`src/hdl/tes_pkg.sv`:
```
// Package for the timed event scheduler: opcodes, constants, controller states,
// and the command/status structs that pass between the controller and the datapath.
// No dependencies.
package tes_pkg;

    localparam logic OP_SCHEDULE = 1'b0;
    localparam logic OP_RUN      = 1'b1;

    localparam logic [31:0] SIGN32  = 32'h8000_0000;
    localparam logic [31:0] MAXDIFF = 32'h7fff_ffff;

    localparam int IN_DATA_W  = 72;
    localparam int OUT_DATA_W = 72;

    typedef enum logic [2:0] {
        ST_IDLE,
        ST_SCHED_ADD,
        ST_SCHED_UPD,
        ST_PEND_SCAN,
        ST_PEND_SET,
        ST_FIRE_SCAN,
        ST_FIRE_DECIDE,
        ST_EMIT_LAST
    } tes_state_t;

    typedef struct packed {
        logic capture;      // latch the input beat
        logic scan_clear;   // restart the slot scan
        logic scan_step;    // compare one slot
        logic scan_fire;    // scan mode: 1 fire round, 0 pending-only
        logic sched_add;    // due = (now + delay) | 1
        logic sched_upd;    // write slot, lower next-due
        logic set_next;     // next-due from pending scan
        logic emit_fired;   // load fired result, clear slot
        logic emit_last;    // load closing result
    } tes_cmd_t;

    typedef struct packed {
        logic scan_last;    // current scan index is the last slot
        logic fire_now;     // best slot of last scan is due
        logic out_free;     // output register can take a beat
    } tes_status_t;

endpackage

```
`src/hdl/tes_controller.sv`:
```
// Controller state machine of the timed event scheduler.
// Depends on tes_pkg (state enum, command and status structs).
module tes_controller (
    input  logic                 clk,
    input  logic                 rst_n,
    input  logic                 in_valid,
    input  logic                 in_op,
    output logic                 in_ready,
    output tes_pkg::tes_cmd_t    cmd,
    input  tes_pkg::tes_status_t status
);
    import tes_pkg::*;

    tes_state_t state_reg;
    tes_state_t state_next;

    always_ff @(posedge clk or negedge rst_n)
    begin
        if (!rst_n)
        begin
            state_reg <= ST_IDLE;
        end
        else
        begin
            state_reg <= state_next;
        end
    end

    always_comb
    begin
        state_next = state_reg;
        cmd        = '0;
        in_ready   = 1'b0;
        case (state_reg)
            ST_IDLE:
            begin
                in_ready = 1'b1;
                if (in_valid)
                begin
                    cmd.capture    = 1'b1;
                    cmd.scan_clear = 1'b1;
                    state_next     = (in_op == OP_RUN) ? ST_PEND_SCAN : ST_SCHED_ADD;
                end
            end
            ST_SCHED_ADD:
            begin
                cmd.sched_add = 1'b1;
                state_next    = ST_SCHED_UPD;
            end
            ST_SCHED_UPD:
            begin
                cmd.sched_upd = 1'b1;
                state_next    = ST_EMIT_LAST;
            end
            ST_PEND_SCAN:
            begin
                cmd.scan_step = 1'b1;
                if (status.scan_last)
                begin
                    state_next = ST_PEND_SET;
                end
            end
            ST_PEND_SET:
            begin
                cmd.set_next   = 1'b1;
                cmd.scan_clear = 1'b1;
                state_next     = ST_FIRE_SCAN;
            end
            ST_FIRE_SCAN:
            begin
                cmd.scan_step = 1'b1;
                cmd.scan_fire = 1'b1;
                if (status.scan_last)
                begin
                    state_next = ST_FIRE_DECIDE;
                end
            end
            ST_FIRE_DECIDE:
            begin
                if (!status.fire_now)
                begin
                    state_next = ST_EMIT_LAST;
                end
                else if (status.out_free)
                begin
                    cmd.emit_fired = 1'b1;
                    cmd.scan_clear = 1'b1;
                    state_next     = ST_FIRE_SCAN;
                end
            end
            ST_EMIT_LAST:
            begin
                if (status.out_free)
                begin
                    cmd.emit_last = 1'b1;
                    state_next    = ST_IDLE;
                end
            end
            default:
            begin
                state_next = ST_IDLE;
            end
        endcase
    end

endmodule

```
`src/hdl/tes_datapath.sv`:
```
// Datapath of the timed event scheduler: slot due times, next-due cache,
// one-slot-per-cycle min-difference scan and the output register.
// Depends on tes_pkg (constants, command and status structs).
module tes_datapath #(
    parameter int EVENT_SLOTS = 4
) (
    input  logic                  clk,
    input  logic                  rst_n,
    input  tes_pkg::tes_cmd_t     cmd,
    output tes_pkg::tes_status_t  status,
    input  logic [1:0]            in_slot_id,
    input  logic [31:0]           in_time_now,
    input  logic [30:0]           in_delay,
    output logic                  out_valid,
    input  logic                  out_ready,
    output logic                  out_fired,
    output logic [1:0]            out_fired_slot,
    output logic [31:0]           out_fired_time,
    output logic [31:0]           out_next_due,
    output logic                  out_last
);
    import tes_pkg::*;

    localparam int SLOT_W = (EVENT_SLOTS > 1) ? $clog2(EVENT_SLOTS) : 1;

    logic [1:0]        slot_reg;
    logic [31:0]       now_reg;
    logic [30:0]       delay_reg;
    logic [31:0]       when_reg;
    logic [31:0]       due_reg [EVENT_SLOTS];
    logic [31:0]       next_due_reg;
    logic [SLOT_W-1:0] scan_cnt_reg;
    logic              best_found_reg;
    logic [SLOT_W-1:0] best_idx_reg;
    logic [31:0]       best_diff_reg;
    logic [31:0]       best_due_reg;
    logic              out_valid_reg;
    logic              out_valid_next;
    logic              out_fired_reg;
    logic [1:0]        out_slot_reg;
    logic [31:0]       out_time_reg;
    logic [31:0]       out_next_reg;
    logic              out_last_reg;

    logic [31:0] scan_due;
    logic [31:0] scan_diff;
    logic        scan_less;
    logic        scan_pos;
    logic        scan_take;
    logic        scan_last;
    logic        slot_in_range;
    logic [31:0] cache_diff;
    logic        cache_later;
    logic        out_load;

    // scan compare: signed (due - now) against the best so far
    assign scan_due  = due_reg[scan_cnt_reg];
    assign scan_diff = scan_due - now_reg;
    assign scan_less = (scan_diff ^ SIGN32) < (best_diff_reg ^ SIGN32);
    assign scan_pos  = (scan_diff != 32'd0) && !scan_diff[31];
    assign scan_take = (scan_due != 32'd0) && scan_less && (cmd.scan_fire || scan_pos);
    assign scan_last = (scan_cnt_reg == SLOT_W'(EVENT_SLOTS - 1));

    assign slot_in_range = (32'(slot_reg) < 32'(EVENT_SLOTS));
    assign cache_diff    = next_due_reg - when_reg;
    assign cache_later   = (cache_diff != 32'd0) && !cache_diff[31];

    assign out_load = cmd.emit_fired || cmd.emit_last;

    always_comb
    begin
        status.scan_last = scan_last;
        status.fire_now  = best_found_reg && ((best_diff_reg == 32'd0) || best_diff_reg[31]);
        status.out_free  = !out_valid_reg || out_ready;
    end

    // input capture and due-time sum (payload, no reset)
    always_ff @(posedge clk)
    begin
        if (cmd.capture)
        begin
            slot_reg  <= in_slot_id;
            now_reg   <= in_time_now;
            delay_reg <= in_delay;
        end
        if (cmd.sched_add)
        begin
            when_reg <= (now_reg + {1'b0, delay_reg}) | 32'd1;
        end
    end

    // slot store and next-due cache
    always_ff @(posedge clk or negedge rst_n)
    begin
        if (!rst_n)
        begin
            for (int i = 0; i < EVENT_SLOTS; i++)
            begin
                due_reg[i] <= 32'd0;
            end
            next_due_reg <= 32'd0;
        end
        else
        begin
            for (int i = 0; i < EVENT_SLOTS; i++)
            begin
                if (cmd.sched_upd && slot_in_range && (32'(slot_reg) == 32'(i)))
                begin
                    due_reg[i] <= when_reg;
                end
                else if (cmd.emit_fired && (best_idx_reg == SLOT_W'(i)))
                begin
                    due_reg[i] <= 32'd0;
                end
            end
            if (cmd.sched_upd && slot_in_range && ((next_due_reg == 32'd0) || cache_later))
            begin
                next_due_reg <= when_reg;
            end
            else if (cmd.set_next)
            begin
                next_due_reg <= best_found_reg ? best_due_reg : 32'd0;
            end
        end
    end

    // scan counter and best candidate
    always_ff @(posedge clk or negedge rst_n)
    begin
        if (!rst_n)
        begin
            scan_cnt_reg   <= '0;
            best_found_reg <= 1'b0;
            best_diff_reg  <= MAXDIFF;
        end
        else if (cmd.scan_clear)
        begin
            scan_cnt_reg   <= '0;
            best_found_reg <= 1'b0;
            best_diff_reg  <= MAXDIFF;
        end
        else if (cmd.scan_step)
        begin
            scan_cnt_reg <= scan_last ? '0 : scan_cnt_reg + SLOT_W'(1);
            if (scan_take)
            begin
                best_found_reg <= 1'b1;
                best_diff_reg  <= scan_diff;
            end
        end
    end

    always_ff @(posedge clk)
    begin
        if (cmd.scan_step && scan_take)
        begin
            best_idx_reg <= scan_cnt_reg;
            best_due_reg <= scan_due;
        end
    end

    // output register
    always_comb
    begin
        out_valid_next = out_valid_reg;
        if (out_load)
        begin
            out_valid_next = 1'b1;
        end
        else if (out_ready)
        begin
            out_valid_next = 1'b0;
        end
    end

    always_ff @(posedge clk or negedge rst_n)
    begin
        if (!rst_n)
        begin
            out_valid_reg <= 1'b0;
        end
        else
        begin
            out_valid_reg <= out_valid_next;
        end
    end

    // next_due is final for the whole step before any result is loaded
    always_ff @(posedge clk)
    begin
        if (out_load)
        begin
            out_fired_reg <= cmd.emit_fired;
            out_slot_reg  <= cmd.emit_fired ? 2'(best_idx_reg) : 2'd0;
            out_time_reg  <= cmd.emit_fired ? best_due_reg : 32'd0;
            out_next_reg  <= next_due_reg;
            out_last_reg  <= cmd.emit_last;
        end
    end

    assign out_valid      = out_valid_reg;
    assign out_fired      = out_fired_reg;
    assign out_fired_slot = out_slot_reg;
    assign out_fired_time = out_time_reg;
    assign out_next_due   = out_next_reg;
    assign out_last       = out_last_reg;

endmodule

```
`src/hdl/timed_event_scheduler_unit.sv`:
```
// Top level of the timed event scheduler: stream ports, controller and datapath.
// Depends on tes_pkg, tes_controller and tes_datapath.
//
// Channel | Dir | Beat contents
// --------+-----+-----------------------------------------------------------------
// s_*     | in  | tuser: operation; tdata: slot_id, time_now, delay
// m_*     | out | tuser: fired; tdata: fired_slot, fired_time, next_due; tlast: last
//
// Steps: a schedule beat forms its due time, writes the slot and then loads its result;
// the next beat is taken only after that result is loaded. A run beat with N slots
// makes a pending-only pass to set the next-due cache, then one fire pass per fired
// event plus a final pass that finds none, then loads its closing result; one shared
// subtract-and-compare unit looks at one slot per cycle in every pass.
// Reset: rst_n clears all slots to idle, the next-due cache to zero and the output valid flag.
// Stalls: m_tready low holds the result register; the next result waits for it,
// while s_tready rises again once the previous item's last result is loaded.
module timed_event_scheduler_unit #(
    parameter int EVENT_SLOTS = 4
) (
    input  logic                           clk,
    input  logic                           rst_n,
    input  logic                           s_tvalid,
    output logic                           s_tready,
    // [1:0] slot_id, [33:2] time_now, [64:34] delay, rest 0
    input  logic [tes_pkg::IN_DATA_W-1:0]  s_tdata,
    input  logic                           s_tuser,   // [0] operation
    output logic                           m_tvalid,
    input  logic                           m_tready,
    // [1:0] fired_slot, [33:2] fired_time, [65:34] next_due, rest 0
    output logic [tes_pkg::OUT_DATA_W-1:0] m_tdata,
    output logic                           m_tuser,   // [0] fired
    output logic                           m_tlast
);
    import tes_pkg::*;

    tes_cmd_t    cmd;
    tes_status_t status;

    logic [1:0]  fired_slot;
    logic [31:0] fired_time;
    logic [31:0] next_due;

    tes_controller u_ctrl (
        .clk      (clk),
        .rst_n    (rst_n),
        .in_valid (s_tvalid),
        .in_op    (s_tuser),
        .in_ready (s_tready),
        .cmd      (cmd),
        .status   (status)
    );

    tes_datapath #(
        .EVENT_SLOTS (EVENT_SLOTS)
    ) u_dp (
        .clk            (clk),
        .rst_n          (rst_n),
        .cmd            (cmd),
        .status         (status),
        .in_slot_id     (s_tdata[1:0]),
        .in_time_now    (s_tdata[33:2]),
        .in_delay       (s_tdata[64:34]),
        .out_valid      (m_tvalid),
        .out_ready      (m_tready),
        .out_fired      (m_tuser),
        .out_fired_slot (fired_slot),
        .out_fired_time (fired_time),
        .out_next_due   (next_due),
        .out_last       (m_tlast)
    );

    assign m_tdata = {6'd0, next_due, fired_time, fired_slot};

    // upper input pad bits carry nothing
    logic [6:0] unused_pad;
    assign unused_pad = s_tdata[71:65];

    // a fired beat never closes the step
    a_fired_not_last: assert property (@(posedge clk) disable iff (!rst_n)
        m_tvalid && m_tuser |-> !m_tlast)
        else $error("fired beat flagged last");

    // a fired due time always has bit 0 set
    a_fired_time_odd: assert property (@(posedge clk) disable iff (!rst_n)
        m_tvalid && m_tuser |-> m_tdata[2])
        else $error("fired beat with idle due time");

    // non-fired beats carry zero slot and time
    a_plain_zero: assert property (@(posedge clk) disable iff (!rst_n)
        m_tvalid && !m_tuser |-> (m_tdata[33:0] == 34'd0))
        else $error("non-fired beat with slot or time set");

    // one item at a time: no acceptance right after an acceptance
    a_one_item: assert property (@(posedge clk) disable iff (!rst_n)
        s_tvalid && s_tready |=> !s_tready)
        else $error("input accepted while busy");

endmodule

```
`config.mk`:
```
export PLATFORM = sky130hd
export DESIGN_NAME = timed_event_scheduler_unit
export DESIGN_NICKNAME = d
export VERILOG_FILES = /design/src/hdl/tes_pkg.sv /design/src/hdl/tes_controller.sv /design/src/hdl/tes_datapath.sv /design/src/hdl/timed_event_scheduler_unit.sv
export SDC_FILE = /design/constraint.sdc
export NUM_CORES = 1
export LEC_CHECK = 0
export BUFFER_PORTS_ARGS = -buffer_cell sky130_fd_sc_hd__buf_2
export CELL_PAD_IN_SITES_DETAIL_PLACEMENT = 0
export CELL_PAD_IN_SITES_GLOBAL_PLACEMENT = 1
export CORE_ASPECT_RATIO = 1.1
export CORE_MARGIN = 2
export CORE_UTILIZATION = 40
export DETAILED_ROUTE_END_ITERATION = 10
export PLACE_DENSITY_LB_ADDON = 0.1
export SLEW_MARGIN = 20
export SYNTH_ARGS = -nofsm -noshare
export SYNTH_HDL_FRONTEND = slang
export SYNTH_HIERARCHICAL = 1
export SYNTH_SLANG_ARGS = --single-unit
```
`constraint.sdc`:
```
create_clock -name clk -period 8.1 [get_ports clk]
set_input_delay 0 -clock clk [delete_from_list [all_inputs] [get_ports clk]]
set_output_delay 0 -clock clk [all_outputs]
set_load 0.02 [all_outputs]
```
==> summary.md <==
| Metric | Value |
|---|---|
| Status | completed |
| Synth cell count leaders | edfxtp_1 (198), dfrtp_1 (168), nor2_1 (133) |
| Post-synthesis average cell area | 11.44 um^2 |
| Post-synth top area share | 0.2794 |
| Worst hold path class | in -> async |
| Die width | 223.9 um |
| # IOs | 153 |
| Yosys warnings | 6 |
| # DRC | 0 |
| Die Area | 55070 um^2 |
| Reg-to-reg slack, setup | 1.18 ns |
| Post-CTS resize count | 0 |
| Number of synthesized flops with an enable pin | 198 |
| Crit-path cells | buf_4 > mux4_2 > ha_1 > nand2_1 > nor4_1 > o21a_1 > o2111ai_1 > and4b_1 > o31ai_1 > a21oi_1 > xor2_1 > ha_1 > a211oi_1 > o221a_2 > o221ai_1 > a211o_1 > a21o_1 > inv_6 > buf_4 > mux2i_1 |
| Crit Path Max Fanout | 45 |
| Initial Utilization | 0.4052 |
| Max reg flops | 128 |
| Final TNS setup | 0 ns |
| Gpl congestion | 0.9101 |
| Post-synth ARST share | 0.5013 |
| F_max | 144.6 MHz |
| Crit path capture type | register |
| CP Class | reg -> reg |
| Crit-path slowest cell | mux4_2 |
| Max H-tree Level | 2 |
| Drt pass-1 iters | 5 |
| I/O Buffers | 139 |
| TritonCTS Buffers | 45 |
| Avg WL per Cell | 22.22 um |
| Clock transition at the registers of the reported paths | 0.06 ns |
| Final period util | 0.8538 |
| Gr ovfl total | 0 |
| Initial antenna violation count | 1 |
| RR Startpoint | u_dp/scan_cnt_reg[0] |
| Synth Register Bits | 397 |
| Seq/Total Area, Yosys | 0.5152 |
| Slew headroom | 0.2560 |
| Skew final | 0.01572 ns |
| Share of layout cells above drive strength 1 | 0.1589 |
| CP max stage delay | 0.70 ns |
| Die H | 245.9 um |
| Via count | 15530 |
| Type of origin of the critical path | register |
| Leak pwr | 10.86 nW |
| Max Cap Violations | 0 |
| # diodes | 0 |
| Core area | 52520 um^2 |
| Post-synth top flop | edfxtp_1 |
| Reg-to-Reg End | u_dp/best_diff_reg[14] |
| Tightest Pin Transition | 1.114 ns |
| DR vias/cell | 5.618 |
| Yosys cell types | 86 |
| Post-DP HPWL | 44.41 mm |
| Top cells by area, synth | edfxtp_1 (28%), dfrtp_1 (20%), ha_1 (7.2%), a22o_1 (5.1%), dfstp_2 (3.8%) |
| Largest area contributor in the netlist | edfxtp_1 |
| Critical Path AT | 7.42 ns |
| PwrDens | 438.4 nW/um^2 |
| Final hold viol count | 0 |
| Rows | 88 |
| Clk root buf | clkbuf_16 |
| Nets | 2255 |
| Initial drt markers | 970 |
| Worst Path Required | 8.61 ns |
| CTS max path bufs | 3 |
| Core Util, Final | 0.4742 |
| RSZ-0062 raised after global routing | no |
| Gr usage total | 0.2247 |
| Peak supply drop | 0.2147 mV |
| Clock Latency Late Sink | 0.59 ns |
| Post-Synthesis Cells | 1861 |
| R2R depth | 20 |
| Vias in the first global route | 15650 |
| Netlist Area Pre-Place | 21280 um^2 |
| Minimum clock period | 6.915 ns |
| Slew Limit Fails | 0 |
| Area growth, synth to finish | 17.03% |
| Post-DRT Antenna Nets | 0 |
| Count leader, synth | edfxtp_1 |
| Clock Sinks | 397 |
| First-pass GRT wire length | 93.85 mm |
| Setup violations, final | 0 |
| Largest net degree at the start of global routing | 74 |
| Drt total wl | 61.44 mm |
| CTS tree | yes |
-- worst max-delay path, delay by kind of cell (launching register included) --
family          cells  cell delay, ns
mux                 2            0.91
compound gates      9            2.17
flops               1            0.64
simple gates        3            0.86
buf+inv             3            1.21
fa+ha+maj           2            0.77
xor+xnor            1            0.26
-- placed cells by master (no fill, tap or decap), types with 47 or more instances in the layout --
cell,n
mux2i_1,58
o21ai_0,59
a21o_1,47
dfrtp_1,167
inv_1,131
a22o_1,125
ha_1,122
dlygate4sd3_1,70
clkbuf_16,47
a21oi_1,101
nor2_1,129
edfxtp_1,198
buf_2,138
nand2_1,70
-- worst max path at each step --
stage	startpoint	endpoint	slack [ns]
2_1_floorplan	u_dp/scan_cnt_reg[0]	u_dp/best_found_reg	1.86
4_1_cts	u_dp/scan_cnt_reg[0]	u_dp/best_diff_reg[9]	1.16
3_5_place_dp	u_dp/scan_cnt_reg[0]	u_dp/best_diff_reg[16]	1.18
5_1_grt	u_dp/scan_cnt_reg[0]	u_dp/best_diff_reg[14]	0.65
3_3_place_gp	u_dp/scan_cnt_reg[0]	u_dp/best_diff_reg[1]	1.23
6_report	u_dp/scan_cnt_reg[0]	u_dp/best_diff_reg[14]	1.18
-- logic make-up (layout without fill, tap and decap cells) --
kind of cell	count (synthesis)	after routing	synth area share
compound gates	502	502	0.1675
buf+inv	223	447	0.04356
simple gates	461	461	0.1119
xor+xnor	57	57	0.02346
mux	95	95	0.06414
flops	397	397	0.5152
fa+ha+maj	125	125	0.07407
other cells	1	6	0.0001762
-- power breakdown --
part	internal, W	switching [W]
combinational	0.00207	0.00325
sequential	0.00300	0.000520
clock	0.00122	0.000849
total	0.00629	0.00462
-- cell type report --
class | instances | area, um^2
Inverter | 133 | 504.2
Clock buffer | 70 | 1353
Timing Repair Buffer | 231 | 1583
Clock inverter | 13 | 156.4
Sequential cell | 397 | 10970
Fill cell | 4771 | 27610
Tap cell | 675 | 844.6
Multi-Input combinational cell | 1246 | 9500
-- metal layers --
| layer | track usage | wire, um | share of wire |
|---|---|---|---|
| met5 | 0 | 0 | 0 |
| met4 | 0.08059 | 2219 | 0.036 |
| met3 | 0.03393 | 2514 | 0.041 |
| met2 | 0.3751 | 29640 | 0.48 |
| met1 | 0.2975 | 27070 | 0.44 |
-- through the flow --
step	hold slack, ns	setup slack [ns]	instances	total power, W	cell area (um^2)
after floorplan	-0.2956	1.858	1866	0.007175	21300
after CTS	0.04494	1.161	2765	0.01097	24910
after detailed placement	0.02063	1.182	2611	0.008816	22680
final	0.06614	1.185	2765	0.01092	24910
after global routing	0.08075	0.6459	2765	0.01170	24910
after global placement	0.02024	1.231	2611	0.008760	22680
-- timing repair --
action | CTS | global route
buffers inserted | 0 | 0
hold buffers | 71 | 0
endpoints found under the hold margin | 122 | 0
Power figures use the tool's default switching activity.
